**src/hdl/cdq_pkg.sv**
```systemverilog
// ----------------------------------------------------------------------------
// cdq_pkg
// Shared types and codes of the circular deque: data word, operation codes
// and result status codes.
// ----------------------------------------------------------------------------
package cdq_pkg;

    localparam int DATA_W = 32;
    localparam int CFG_W  = 5;
    localparam int CNT_W  = 5;

    typedef logic signed [DATA_W-1:0] t_data;

    typedef enum logic [1:0] {
        MODE_PUSH_FRONT = 2'd0,
        MODE_PUSH_REAR  = 2'd1,
        MODE_POP_FRONT  = 2'd2,
        MODE_POP_REAR   = 2'd3
    } t_mode;

    typedef enum logic [1:0] {
        STAT_DONE  = 2'd0,
        STAT_FULL  = 2'd1,
        STAT_EMPTY = 2'd2
    } t_status;

    localparam logic [CFG_W-1:0] CAP_RESET = 5'd16;

endpackage

```
**src/hdl/cdq_cell.sv**
```systemverilog
// ----------------------------------------------------------------------------
// cdq_cell
// One storage cell of the deque row. Holds one entry, takes a broadcast write
// that matches its position, and forwards the read link to its neighbor,
// substituting its own entry when the link asks for its position.
// ----------------------------------------------------------------------------
module cdq_cell #(
    parameter int IW    = 4,
    parameter int INDEX = 0
) (
    input  logic           i_clk,
    input  logic           i_rst_n,
    input  logic           i_wr_en,
    input  logic [IW-1:0]  i_wr_idx,
    input  cdq_pkg::t_data i_wr_data,
    input  logic           i_lnk_vld,
    input  logic [IW-1:0]  i_lnk_idx,
    input  cdq_pkg::t_data i_lnk_data,
    output logic           o_lnk_vld,
    output logic [IW-1:0]  o_lnk_idx,
    output cdq_pkg::t_data o_lnk_data
);

    cdq_pkg::t_data r_entry;
    logic           r_lnk_vld;
    logic [IW-1:0]  r_lnk_idx;
    cdq_pkg::t_data r_lnk_data;

    always_ff @(posedge i_clk) begin
        if (!i_rst_n) begin
            r_lnk_vld <= 1'b0;
        end else begin
            r_lnk_vld <= i_lnk_vld;
        end
    end

    always_ff @(posedge i_clk) begin
        if (i_wr_en && (i_wr_idx == IW'(INDEX))) begin
            r_entry <= i_wr_data;
        end
        r_lnk_idx  <= i_lnk_idx;
        r_lnk_data <= (i_lnk_idx == IW'(INDEX)) ? r_entry : i_lnk_data;
    end

    assign o_lnk_vld  = r_lnk_vld;
    assign o_lnk_idx  = r_lnk_idx;
    assign o_lnk_data = r_lnk_data;

endmodule

```
**src/hdl/circular_deque.sv**
```systemverilog
// ----------------------------------------------------------------------------
// circular_deque
// Double-ended queue over a row of DEPTH storage cells with wrapping head and
// tail pointers; push or pop at either end, one result per operation.
// ----------------------------------------------------------------------------
// One item is in flight at a time. A push, a refused operation, or a pop that
// empties the deque shows its result in the cycle after the input transfer. A
// pop that leaves values behind must fetch the new front or rear entry: the
// read request is registered and walks the row of DEPTH cells one cell per
// cycle, and the entry it returns becomes the new front or rear value with
// the result. The next input is taken in the cycle in which the result is
// transferred. Writes to the capacity register are taken at any time but
// belong in idle periods; the capacity is clamped to the range 1 to DEPTH.
module circular_deque #(
    parameter int DEPTH = 16
) (
    input  logic                       i_clk,
    input  logic                       i_rst_n,
    input  logic                       i_cfg_wr_en,
    input  logic [cdq_pkg::CFG_W-1:0]  i_cfg_wr_data,
    input  logic                       i_in_valid,
    output logic                       o_in_ready,
    input  logic [1:0]                 i_mode,
    input  cdq_pkg::t_data             i_item_value,
    output logic                       o_out_valid,
    input  logic                       i_out_ready,
    output logic [1:0]                 o_status,
    output cdq_pkg::t_data             o_front_value,
    output cdq_pkg::t_data             o_rear_value,
    output logic [cdq_pkg::CNT_W-1:0]  o_entry_count,
    output logic                       o_is_empty,
    output logic                       o_is_full
);

    localparam int IW = $clog2(DEPTH);
    localparam int CW = $clog2(DEPTH + 1);
    localparam int SW = (IW + 1 > CW) ? IW + 1 : CW;

    typedef enum logic [1:0] {
        S_IDLE,
        S_READ,
        S_DONE
    } t_state;

    t_state                      r_state, n_state;
    logic [cdq_pkg::CFG_W-1:0]   r_cfg;
    logic [IW-1:0]               r_head, n_head;
    logic [IW-1:0]               r_tail, n_tail;
    logic [CW-1:0]               r_count, n_count;
    cdq_pkg::t_data              r_front, n_front;
    cdq_pkg::t_data              r_rear, n_rear;
    cdq_pkg::t_status            r_status, n_status;
    logic                        r_full, n_full;
    logic                        r_rd_front, n_rd_front;
    logic                        r_q_vld, n_q_vld;
    logic [IW-1:0]               r_q_idx, n_q_idx;

    logic                        wr_en;
    logic [IW-1:0]               wr_idx;
    logic [CW-1:0]               cap;
    logic                        in_xfer;
    logic [IW-1:0]               step_ptr;

    logic                        lnk_vld  [DEPTH+1];
    logic [IW-1:0]               lnk_idx  [DEPTH+1];
    cdq_pkg::t_data              lnk_data [DEPTH+1];

    function automatic logic [IW-1:0] step_up(input logic [IW-1:0] idx,
                                              input logic [CW-1:0] c);
        logic [IW:0] nxt;
        nxt = {1'b0, idx} + (IW+1)'(1);
        return (SW'(nxt) >= SW'(c)) ? '0 : nxt[IW-1:0];
    endfunction

    function automatic logic [IW-1:0] step_down(input logic [IW-1:0] idx,
                                                input logic [CW-1:0] c);
        return (idx == '0) ? IW'(c - CW'(1)) : idx - IW'(1);
    endfunction

    always_comb begin
        if (r_cfg == '0) begin
            cap = CW'(1);
        end else if (int'(r_cfg) > DEPTH) begin
            cap = CW'(DEPTH);
        end else begin
            cap = CW'(r_cfg);
        end
    end

    assign o_in_ready = (r_state == S_IDLE) || ((r_state == S_DONE) && i_out_ready);
    assign in_xfer    = i_in_valid && o_in_ready;

    always_comb begin
        n_state    = r_state;
        n_head     = r_head;
        n_tail     = r_tail;
        n_count    = r_count;
        n_front    = r_front;
        n_rear     = r_rear;
        n_status   = r_status;
        n_full     = r_full;
        n_rd_front = r_rd_front;
        n_q_vld    = 1'b0;
        n_q_idx    = r_q_idx;
        wr_en      = 1'b0;
        wr_idx     = '0;
        step_ptr   = '0;

        if (in_xfer) begin
            n_status = cdq_pkg::STAT_DONE;
            n_state  = S_DONE;
            unique case (cdq_pkg::t_mode'(i_mode))
                cdq_pkg::MODE_PUSH_FRONT, cdq_pkg::MODE_PUSH_REAR: begin
                    if (r_count >= cap) begin
                        n_status = cdq_pkg::STAT_FULL;
                    end else if (r_count == '0) begin
                        n_head  = '0;
                        n_tail  = '0;
                        n_count = CW'(1);
                        n_front = i_item_value;
                        n_rear  = i_item_value;
                        wr_en   = 1'b1;
                        wr_idx  = '0;
                    end else if (cdq_pkg::t_mode'(i_mode) == cdq_pkg::MODE_PUSH_FRONT) begin
                        step_ptr = step_down(r_head, cap);
                        n_head   = step_ptr;
                        n_count  = r_count + CW'(1);
                        n_front  = i_item_value;
                        if (r_tail == step_ptr) begin
                            n_rear = i_item_value;
                        end
                        wr_en  = 1'b1;
                        wr_idx = step_ptr;
                    end else begin
                        step_ptr = step_up(r_tail, cap);
                        n_tail   = step_ptr;
                        n_count  = r_count + CW'(1);
                        n_rear   = i_item_value;
                        if (r_head == step_ptr) begin
                            n_front = i_item_value;
                        end
                        wr_en  = 1'b1;
                        wr_idx = step_ptr;
                    end
                end
                cdq_pkg::MODE_POP_FRONT, cdq_pkg::MODE_POP_REAR: begin
                    if (r_count == '0) begin
                        n_status = cdq_pkg::STAT_EMPTY;
                    end else if (r_count == CW'(1)) begin
                        n_head  = '0;
                        n_tail  = '0;
                        n_count = '0;
                    end else if (cdq_pkg::t_mode'(i_mode) == cdq_pkg::MODE_POP_FRONT) begin
                        step_ptr   = step_up(r_head, cap);
                        n_head     = step_ptr;
                        n_count    = r_count - CW'(1);
                        n_q_vld    = 1'b1;
                        n_q_idx    = step_ptr;
                        n_rd_front = 1'b1;
                        n_state    = S_READ;
                    end else begin
                        step_ptr   = step_down(r_tail, cap);
                        n_tail     = step_ptr;
                        n_count    = r_count - CW'(1);
                        n_q_vld    = 1'b1;
                        n_q_idx    = step_ptr;
                        n_rd_front = 1'b0;
                        n_state    = S_READ;
                    end
                end
            endcase
            n_full = (n_count >= cap);
        end else begin
            unique case (r_state)
                S_IDLE: begin
                    n_state = S_IDLE;
                end
                S_READ: begin
                    if (lnk_vld[DEPTH]) begin
                        if (r_rd_front) begin
                            n_front = lnk_data[DEPTH];
                        end else begin
                            n_rear = lnk_data[DEPTH];
                        end
                        n_state = S_DONE;
                    end
                end
                S_DONE: begin
                    if (i_out_ready) begin
                        n_state = S_IDLE;
                    end
                end
                default: begin
                    n_state = S_IDLE;
                end
            endcase
        end
    end

    always_ff @(posedge i_clk) begin
        if (!i_rst_n) begin
            r_state <= S_IDLE;
            r_cfg   <= cdq_pkg::CAP_RESET;
            r_head  <= '0;
            r_tail  <= '0;
            r_count <= '0;
            r_q_vld <= 1'b0;
        end else begin
            r_state <= n_state;
            if (i_cfg_wr_en) begin
                r_cfg <= i_cfg_wr_data;
            end
            r_head  <= n_head;
            r_tail  <= n_tail;
            r_count <= n_count;
            r_q_vld <= n_q_vld;
        end
    end

    always_ff @(posedge i_clk) begin
        r_front    <= n_front;
        r_rear     <= n_rear;
        r_status   <= n_status;
        r_full     <= n_full;
        r_rd_front <= n_rd_front;
        r_q_idx    <= n_q_idx;
    end

    assign lnk_vld[0]  = r_q_vld;
    assign lnk_idx[0]  = r_q_idx;
    assign lnk_data[0] = '0;

    for (genvar g = 0; g < DEPTH; g++) begin : g_cell
        cdq_cell #(
            .IW    (IW),
            .INDEX (g)
        ) u_cell (
            .i_clk      (i_clk),
            .i_rst_n    (i_rst_n),
            .i_wr_en    (wr_en),
            .i_wr_idx   (wr_idx),
            .i_wr_data  (i_item_value),
            .i_lnk_vld  (lnk_vld[g]),
            .i_lnk_idx  (lnk_idx[g]),
            .i_lnk_data (lnk_data[g]),
            .o_lnk_vld  (lnk_vld[g+1]),
            .o_lnk_idx  (lnk_idx[g+1]),
            .o_lnk_data (lnk_data[g+1])
        );
    end

    assign o_out_valid   = (r_state == S_DONE);
    assign o_status      = r_status;
    assign o_front_value = (r_count == '0) ? '0 : r_front;
    assign o_rear_value  = (r_count == '0) ? '0 : r_rear;
    assign o_entry_count = cdq_pkg::CNT_W'(r_count);
    assign o_is_empty    = (r_count == '0);
    assign o_is_full     = r_full;

`ifndef SYNTHESIS
    a_count_bound: assert property (@(posedge i_clk) disable iff (!i_rst_n)
        int'(r_count) <= DEPTH)
        else $error("count exceeds depth");

    a_link_only_in_read: assert property (@(posedge i_clk) disable iff (!i_rst_n)
        lnk_vld[DEPTH] |-> (r_state == S_READ))
        else $error("read link returned outside read state");

    a_read_has_values: assert property (@(posedge i_clk) disable iff (!i_rst_n)
        (r_state == S_READ) |-> (r_count != '0))
        else $error("fetch pending on empty deque");

    a_refused_keeps_count: assert property (@(posedge i_clk) disable iff (!i_rst_n)
        (in_xfer && (n_status != cdq_pkg::STAT_DONE)) |=> $stable(r_count))
        else $error("refused operation changed count");

    a_single_request: assert property (@(posedge i_clk) disable iff (!i_rst_n)
        r_q_vld |=> !r_q_vld)
        else $error("read request held longer than one cycle");
`endif

endmodule

```
**config.mk**
```make
export PLATFORM = sky130hd
export DESIGN_NAME = circular_deque
export DESIGN_NICKNAME = d
export VERILOG_FILES = /design/src/hdl/cdq_pkg.sv /design/src/hdl/cdq_cell.sv /design/src/hdl/circular_deque.sv
export SDC_FILE = /design/constraint.sdc
export NUM_CORES = 1
export LEC_CHECK = 0
export BUFFER_PORTS_ARGS = -buffer_cell sky130_fd_sc_hd__buf_4
export CORE_ASPECT_RATIO = 1.75
export CORE_UTILIZATION = 31
export DETAILED_ROUTE_END_ITERATION = 10
export PLACE_DENSITY = 0.48
export SYNTH_ARGS = -nofsm -noshare
export SYNTH_HDL_FRONTEND = slang
export SYNTH_SLANG_ARGS = --single-unit
```
**constraint.sdc**
```tcl
create_clock -name i_clk -period 12.54 [get_ports i_clk]
set_clock_uncertainty 0.05 [all_clocks]
set_input_delay 1.881 -clock i_clk [delete_from_list [all_inputs] [get_ports i_clk]]
set_output_delay 1.881 -clock i_clk [all_outputs]
set_load 0.005 [all_outputs]
```
==> flow_metrics.py, run 1 <==
metrics = {
    "global_route": {
        "antenna_found_initial": 5,
        "grt_usage_pct": 13.44,
        "grt_first_pass_wirelength_um": 127700,
        "grt_max_degree": 68,
        "grt_pass1_vias": 20120,
        "overflow": 0,
    },
    "critical_path": {
        "r2r-start": "r_tail[0]",
        "end_kind": "output pin",
        "arrival_ns": 3.21,
        "crit_start": "o_entry_count[2]",
        "crit_type": "reg -> out",
        "crit_path_max_fanout": 67,
        "required_ns": 10.61,
        "worst_setup_path_start_kind": "flip-flop",
    },
    "floorplan": {
        "die_area_mm2": 0.1264,
        "die_x_um": 269.2,
        "die_y_um": 469.6,
        "fp.coreArea_mm2": 0.1241,
        "ioPinCount": 119,
        "start_util_pct": 31.21,
        "placementRows": 171,
    },
    "clock_tree": {
        "cts_max_level": 3,
        "cts_sinks": 1193,
        "clk_pin_slew_ns": 0.06,
        "cts_made_buffers": 106,
        "cts_buffer_depth": 3,
        "cts_setup_buffers": 0,
        "cts-root-buf": "clkbuf_16",
        "insertion_delay_ns": 0.69,
        "hold_buffers": 0,
        "ctsResizeCount": 0,
        "cts_tree": "built",
    },
    "timing": {
        "slew_headroom_pct": 13.71,
        "whs_ns": 0.2958,
        "rsz0062_at_grt": "no",
        "fmaxAchievable_mhz": 194.4,
        "fin_setup_tns_ns": 0,
        "slew_violations": 0,
        "worst_pin_slew_ns": 1.293,
        "hold_viol_final": 0,
        "setup_violations": 0,
        "fin_crit_ns": 5.145,
        "post-route-period-util_pct": 41.03,
    },
    "routing": {
        "via_count": 18320,
        "drt_iter0_drc": 816,
        "wl_per_cell_um": 20.22,
        "drt_pass1_iterations": 5,
        "drt-vias-per-instance": 4.368,
        "routed_wl_um": 84790,
        "drc": 0,
        "ant_nets": 0,
    },
    "placement": {
        "dp_hpwl_um": 57200,
        "gp_congestion": 0.8267,
        "dpl.cell_count": 3990,
        "numPortBuffers": 118,
    },
    "worst_hold_path": {
        "min_path_type": "reg -> reg",
        "min_from": "g_cell[7].u_cell.o_lnk_idx[3]",
    },
    "synth": {
        "synth_warnings": 0,
        "postSynth.asyncResetShare_pct": 0,
        "yosys_register_bits": 1193,
        "synth.avg_cell_area_um2": 16.94,
        "synth.yosys.seq_area_share_pct": 76.76,
        "netlist.top_cell.by_area": "edfxtp_1",
        "synth_cells": 2286,
        "yosys_most_used_dff": "dfxtp_1",
        "synthesis.nets": 2355,
        "synth-edff-count": 584,
        "synth.distinct_cells": 77,
        "netlist_area_mm2": 0.03873,
        "yosys-top-cells-area": "edfxtp_1 (45%), dfxtp_1 (31%), mux2_2 (14%)",
        "synth_top_cell_area_share_pct": 45.28,
    },
    "pwr": {
        "p_leak_nw": 16.65,
        "p_int_mw": 6.504,
        "comb_power_share_pct": 7.5,
        "pwr-share-seq_pct": 52.9,
        "clock_power_share_pct": 39.6,
        "total_power_mw": 8.352,
        "p_switching_mw": 1.847,
        "power_density_mw_per_mm2": 184.0,
        "ir_worst_vdd_uv": 104.0,
        "p_sw_share_pct": 22.12,
    },
    "flow_run": {
        "drv_cap": 0,
    },
    "layout": {
        "nets": 2524,
        "instances_no_fill": 4194,
        "mostFrequentLayoutCells": "dfxtp_1 (609), edfxtp_1 (584), mux2_2 (482), buf_4 (141), nand2_1 (121)",
        "drive_gt1_share_pct": 32.99,
        "synthToLayoutAreaGrowth_pct": 17.20,
        "layout_commonest_cell": "dfxtp_1",
    },
    "outcome": {
        "status": "complete, no violations",
    },
}
power groups by stage:
stage,clock [mW],combinational [mW],sequential (mW)
global route,3.55,0.682,4.44
detailed placement,0,0.634,4.51
global placement,0,0.633,4.51
finish,3.31,0.623,4.42
CTS,3.41,0.641,4.43
floorplan,0,0.367,4.46
per-stage QoR:
step                      util, %  setup slack [ns]  cell area (µm²)
final                       36.58             7.395            45390
after floorplan                 -             6.668            38730
after CTS                   36.58             7.376            45390
after global routing        36.58             7.160            45390
after global placement      33.67             6.852            41780
after detailed placement    33.67             6.831            41780
final timing paths:
| kind | endpoint | slack, ns | cells past startpoint |
|---|---|---|---|
| max reg2reg | g_cell[11].u_cell.r_entry[22] | 7.42 | 9 |
| max | o_front_value[12] | 7.39 | 6 |
| min reg2reg | g_cell[8].u_cell.o_lnk_idx[3] | 0.30 | 0 |
| min | g_cell[8].u_cell.o_lnk_idx[3] | 0.30 | 0 |
cell type report:
| class | instances | area (µm²) |
|---|---|---|
| fill | 11710 | 78700 |
| sequential | 1193 | 29730 |
| multi-input combinational | 991 | 8857 |
| clock buffer | 151 | 3098 |
| tap | 1643 | 2056 |
| timing repair buffer | 141 | 1059 |
| clock inverter | 51 | 508.0 |
| inverter | 22 | 82.58 |
| antenna | 2 | 5.005 |
cells in the mapped netlist (4+ instances only):
cell type  count
xnor2_1        7
o211ai_1       5
ha_1          25
dfxtp_1      609
a31oi_1        4
nor4_1         5
clkbuf_1      62
nor4bb_1       5
nor3_1         9
edfxtp_1     584
nand2_1      121
mux2i_1        8
xor2_1         4
nor2b_1       78
nand4_1        4
a211oi_1       5
nand2b_1       4
and2_1        55
a21oi_1       21
nor4b_1        5
o21ai_0       22
mux2_2       482
o21a_1         5
nor2_1        39
and3_1         4
inv_1         18
nand4b_1       5
buf_1         14
registers in the layout, indices dropped and copies added, names as in the netlist, 4 cells and up:
signal	flops
g_cell.u_cell.o_lnk_idx	60
r_front	32
r_rear	32
g_cell.u_cell.o_lnk_vld	16
r_q_idx	4
g_cell.u_cell.r_entry	512
r_tail	4
o_entry_count	5
r_cfg	5
r_head	4
g_cell.u_cell.o_lnk_data	512
critical path, stage by stage (launching register included):
cell	delay, ns
dfxtp_1	0.43
nor3_1	0.41
nand2_1	0.41
inv_2	0.26
buf_4	0.58
nor2b_1	0.16
buf_4	0.18
kinds of logic (layout without fill, tap and decap cells):
logic type | after synthesis | after routing | synth area share, %
flops | 1193 | 1193 | 76.76
mux | 490 | 490 | 14.22
simple gates | 352 | 352 | 4.820
compound gates | 112 | 112 | 2.113
buf+inv | 102 | 365 | 1.008
fa+ha+maj | 26 | 26 | 0.8335
xor+xnor | 11 | 11 | 0.2487
other cells | 0 | 2 | 0
layer usage:
metal	track usage, %	up-vias	wire length (µm)
li1	-	8625	-
met1	13.50	9183	30970
met2	26.58	354	47890
met3	2.029	156	2645
met4	6.217	0	3281
met5	0	-	0
Note: power is estimated with default switching activity, not from simulation.
==> run 2: changes to the inputs <==
- clock period: 12.54 -> 5.1 ns (I/O delays scaled with it)
==> run 2 against run 1 <==
Against the previous run: via count decreased by 1.1%; critical path depth increased by 3; clock-buffer cell count decreased by 10; hold slack got worse by 0.023 ns; cell count increased by 0.33%; setup slack got worse by 6.8 ns; sequential power increased by 140%; die area unchanged.
==> flow_metrics.py, run 2 (synthesis gave the netlist of run 1 again) <==
metrics = {
    "placement": {
        "dpl.cell_count": 4009,
        "gp_congestion": 0.8278,
        "placed_area_mm2": 0.04200,
        "numPortBuffers": 118,
        "dpl_worst_slack_ns": 0.6114,
        "dp_hpwl_um": 52980,
    },
    "worst_hold_path": {
        "whs_path_depth": 3,
        "min_path_type": "in -> reg",
        "min_from": "i_cfg_wr_data[1]",
        "hold_end": "r_cfg[1]",
    },
    "layout": {
        "synthToLayoutAreaGrowth_pct": 17.34,
        "drive_gt1_share_pct": 33.33,
        "instances_no_fill": 4208,
        "fin_area_mm2": 0.04545,
        "mostFrequentLayoutCells": "dfxtp_1 (609), edfxtp_1 (584), mux2_2 (482), buf_4 (154), nand2_1 (121)",
        "nets": 2541,
        "layout_commonest_cell": "dfxtp_1",
        "utilization_pct": 36.62,
    },
    "flow_run": {
        "drv_cap": 0,
    },
    "timing": {
        "rsz0062_at_grt": "no",
        "setup_violations": 0,
        "fmaxAchievable_mhz": 224.2,
        "fin_setup_tns_ns": 0,
        "slew_headroom_pct": 25.66,
        "post-route-period-util_pct": 87.46,
        "whs_ns": 0.2731,
        "worst_slack_ns": 0.6396,
        "worst_pin_slew_ns": 1.111,
        "hold_viol_final": 0,
        "fin_crit_ns": 4.460,
        "slew_violations": 0,
    },
    "floorplan": {
        "die_y_um": 469.6,
        "start_util_pct": 31.21,
        "fp.coreArea_mm2": 0.1241,
        "ioPinCount": 119,
        "placementRows": 171,
        "die_area_mm2": 0.1264,
        "die_x_um": 269.2,
    },
    "pwr": {
        "pwr-share-seq_pct": 53.8,
        "total_power_mw": 20.17,
        "p_int_mw": 15.70,
        "comb_power_share_pct": 7.5,
        "p_sw_share_pct": 22.13,
        "ir_worst_vdd_uv": 279.7,
        "power_density_mw_per_mm2": 443.7,
        "p_switching_mw": 4.462,
        "clock_power_share_pct": 38.7,
        "p_leak_nw": 16.67,
    },
    "critical_path": {
        "crit_path_max_fanout": 32,
        "required_ns": 5.34,
        "crit_type": "reg -> reg",
        "r2r-start": "r_tail[0]",
        "arrival_ns": 4.70,
        "r2r_end": "g_cell[12].u_cell.r_entry[13]",
        "r2r_setup_slack_ns": 0.64,
        "r2r_cells": 9,
        "worst_setup_path_start_kind": "flip-flop",
        "end_kind": "flip-flop",
    },
    "routing": {
        "drc": 0,
        "drt-vias-per-instance": 4.305,
        "drt_pass1_iterations": 6,
        "wl_per_cell_um": 18.29,
        "routed_wl_um": 76970,
        "via_count": 18120,
        "drt_iter0_drc": 893,
        "ant_nets": 0,
    },
    "outcome": {
        "status": "complete, no violations",
    },
    "clock_tree": {
        "cts_max_level": 3,
        "cts_buffer_depth": 3,
        "ctsResizeCount": 0,
        "cts-root-buf": "clkbuf_16",
        "cts_made_buffers": 104,
        "cts_tree": "built",
        "cts_sinks": 1193,
        "insertion_delay_ns": 0.70,
        "cts_setup_buffers": 0,
        "hold_buffers": 0,
        "clk_pin_slew_ns": 0.06,
    },
    "global_route": {
        "grt_pass1_vias": 19700,
        "grt_max_degree": 53,
        "grt_usage_pct": 12.28,
        "grt_first_pass_wirelength_um": 118900,
        "antenna_found_initial": 6,
        "overflow": 0,
    },
}
[run 2: metal layers]
metal | wire (µm) | up-vias | part of all wire [%] | GRT usage (%)
li1 | - | 8640 | - | -
met1 | 28220 | 8957 | 37 | 12.35
met2 | 42750 | 363 | 56 | 23.86
met3 | 2907 | 152 | 3.8 | 2.325
met4 | 3074 | 4 | 4.0 | 5.765
met5 | 23 | - | 0.030 | 0
[run 2: how the worst max path moves through the flow]
stage                    from                            end  slack, ns  depth (start not counted)
floorplan           r_tail[0]   g_cell[13].u_cell.r_entry[0]       0.64                          9
CTS                 r_tail[0]  g_cell[12].u_cell.r_entry[27]       0.57                          9
global placement    r_tail[0]   g_cell[12].u_cell.r_entry[9]       0.65                          9
finish              r_tail[0]  g_cell[12].u_cell.r_entry[13]       0.64                          9
global route        r_tail[0]  g_cell[12].u_cell.r_entry[27]       0.36                          9
detailed placement  r_tail[0]   g_cell[12].u_cell.r_entry[8]       0.61                          9
[run 2: worst max-delay path: stages, from the launching register on]
cell and delay, ns:
dfxtp_1 0.60, clkinv_1 0.17, ha_1 0.47, ha_1 0.27
a21oi_1 0.18, o211ai_1 0.16, a2111oi_2 0.48, a31oi_1 0.15
or4b_4 0.64, nor2_4 0.84
[run 2: layout make-up]
type	count	area (µm²)
antenna	3	7.507
clock buffer	141	2924
clock inverter	55	515.5
fill	11630	78650
inverter	22	82.58
multi-input combinational	991	8857
sequential	1193	29730
tap	1643	2056
timing repair buffer	160	1276
[run 2: power by group through the flow]
stage	Sequential [mW]	Clock (mW)	Combinational (mW)
2_1_floorplan	11.0	0	0.904
3_3_place_gp	11.0	0	1.54
3_5_place_dp	11.1	0	1.54
4_1_cts	10.9	8.09	1.56
5_1_grt	10.9	8.45	1.67
6_report	10.8	7.81	1.52
==> run 3: changes to the inputs <==
- PLACE_DENSITY: 0.48 -> 0.5
- clock period: 5.1 -> 3.9 ns (I/O delays scaled with it)
==> run 3 against run 2 <==
Against the previous run: total power is 31% higher; critical path type unchanged; highest routed layer is now met4; routed wire length is 0.12% lower; largest power group unchanged; critical endpoint is now g_cell[13].u_cell.r_entry[27]; via count is 0.65% higher.
==> flow_metrics.py, run 3 (synthesis gave the netlist of run 1 again) <==
metrics = {
    "outcome": {
        "status": "complete, no violations",
    },
    "routing": {
        "drt_pass1_iterations": 4,
        "wl_per_cell_um": 18.18,
        "drc": 0,
        "drt_iter0_drc": 738,
        "routed_wl_um": 76880,
        "via_count": 18230,
        "ant_nets": 0,
        "drt-vias-per-instance": 4.313,
    },
    "clock_tree": {
        "cts_sinks": 1193,
        "cts_tree": "built",
        "cts-root-buf": "clkbuf_16",
        "insertion_delay_ns": 0.72,
        "cts_buffer_depth": 3,
        "clk_pin_slew_ns": 0.07,
        "cts_made_buffers": 103,
        "cts_max_level": 3,
    },
    "timing": {
        "post-route-period-util_pct": 93.10,
        "hold_viol_final": 0,
        "worst_slack_ns": 0.2689,
        "worst_pin_slew_ns": 1.050,
        "slew_headroom_pct": 29.24,
        "fin_crit_ns": 3.631,
        "setup_violations": 0,
        "fmaxAchievable_mhz": 275.4,
        "rsz0062_at_grt": "no",
        "slew_violations": 0,
    },
    "worst_hold_path": {
        "min_path_type": "in -> reg",
        "min_from": "i_cfg_wr_en",
    },
    "critical_path": {
        "required_ns": 4.21,
        "r2r-start": "r_tail[1]",
        "arrival_ns": 3.95,
        "crit_start": "r_tail[1]",
        "crit_type": "reg -> reg",
        "worst_setup_path_start_kind": "flip-flop",
        "crit_path_max_fanout": 32,
        "worst_path_largest_cell_delay_ns": 0.64,
        "end_kind": "flip-flop",
        "slowest_stage": "or4b_4",
        "cp_cell_sequence": "ha_1 -> xor2_1 -> ha_1 -> a21oi_1 -> o21ai_0 -> a32oi_4 -> a31oi_1 -> or4b_4 -> nor2_4 -> buf_12",
        "crit_top_cell": "ha_1",
    },
    "pwr": {
        "ir_worst_vdd_uv": 333.1,
        "total_power_mw": 26.50,
        "p_leak_nw": 16.83,
        "power_density_mw_per_mm2": 578.2,
    },
    "floorplan": {
        "die_x_um": 269.2,
        "die_area_mm2": 0.1264,
        "ioPinCount": 119,
        "fp.coreArea_mm2": 0.1241,
        "die_y_um": 469.6,
        "placementRows": 171,
        "start_util_pct": 31.21,
    },
    "placement": {
        "dpl.cell_count": 4031,
        "numPortBuffers": 118,
        "dpl_worst_slack_ns": 0.2165,
        "gp_congestion": 0.7900,
        "placed_area_mm2": 0.04234,
        "dp_hpwl_um": 53440,
    },
    "global_route": {
        "grt_pass1_vias": 19870,
        "grt_first_pass_wirelength_um": 118300,
        "grt_max_degree": 55,
        "grt_usage_pct": 12.21,
        "overflow": 0,
        "antenna_found_initial": 3,
    },
    "flow_run": {
        "drv_cap": 0,
    },
    "layout": {
        "synthToLayoutAreaGrowth_pct": 18.34,
        "mostFrequentLayoutCells": "dfxtp_1 (609), edfxtp_1 (584), mux2_2 (482), buf_4 (162), nand2_1 (121)",
        "nets": 2563,
        "layout_commonest_cell": "dfxtp_1",
        "instances_no_fill": 4228,
        "drive_gt1_share_pct": 33.75,
        "fin_area_mm2": 0.04583,
    },
}
-- run 3: path summary, 6_finish.rpt --
kind / cells after the start / end / slack (ns)
worst max register to register: 10 / g_cell[13].u_cell.r_entry[27] / 0.27
worst min register to register: 0 / g_cell[7].u_cell.o_lnk_idx[3] / 0.29
worst max-delay path: 10 / g_cell[13].u_cell.r_entry[27] / 0.27
worst min-delay path: 2 / r_cfg[4] / 0.09
-- run 3: metal layers --
| layer | global-route usage, % | part of all wire [%] | vias to the layer above |
|---|---|---|---|
| met4 | 4.665 | 2.7 | 0 |
| met3 | 2.131 | 3.6 | 117 |
| met1 | 12.09 | 36 | 9094 |
| met2 | 24.58 | 57 | 326 |
| li1 | - | - | 8697 |
| met5 | 0 | 0 | - |
-- run 3: repair_timing --
action / CTS / global route
gates resized for setup: 0 / 1
hold buffers: 1 / 0
endpoints found under the setup margin: 0 / 25
hold endpoints to repair: 1 / 0
buffers inserted: 0 / 0
-- run 3: through the flow --
step / TNS, ns / hold WS [ns] / utilization (%)
6_report: 0 / 0.09060 / 36.93
2_1_floorplan: -81.75 / 0.2724 / -
3_5_place_dp: 0 / 0.2803 / 34.12
4_1_cts: 0 / 0.007155 / 36.93
3_3_place_gp: 0 / 0.2755 / 34.12
5_1_grt: 0 / 0.06614 / 36.93
-- run 3: where the power goes --
part	switching [mW]	total, mW	internal, mW	leakage [nW]
Clock	4.56	10.3	5.73	1.68
Sequential	0.220	14.2	13.9	10.3
Combinational	1.11	2.04	0.932	4.82
Total	5.89	26.5	20.6	16.8
-- run 3: layout make-up --
cell class                      count  area (µm²)
Clock buffer                      148        2908
Fill cell                       11640       78260
Multi-Input combinational cell    991        8862
Sequential cell                  1193       29730
Antenna cell                        1       2.502
Timing Repair Buffer              183        1627
Inverter                           22       82.58
Clock inverter                     47       568.0
Tap cell                         1643        2056
-- run 3: worst max-delay path, delay by kind of cell (launching register included) --
kind	cells	cell delay, ns
AOI/OAI and AO/OA	4	0.96
and+or+nand+nor	2	0.80
adders and majority gates	2	0.53
DFF	1	0.48
xor gates and xnor gates	1	0.26
buffers and inverters	1	0.22
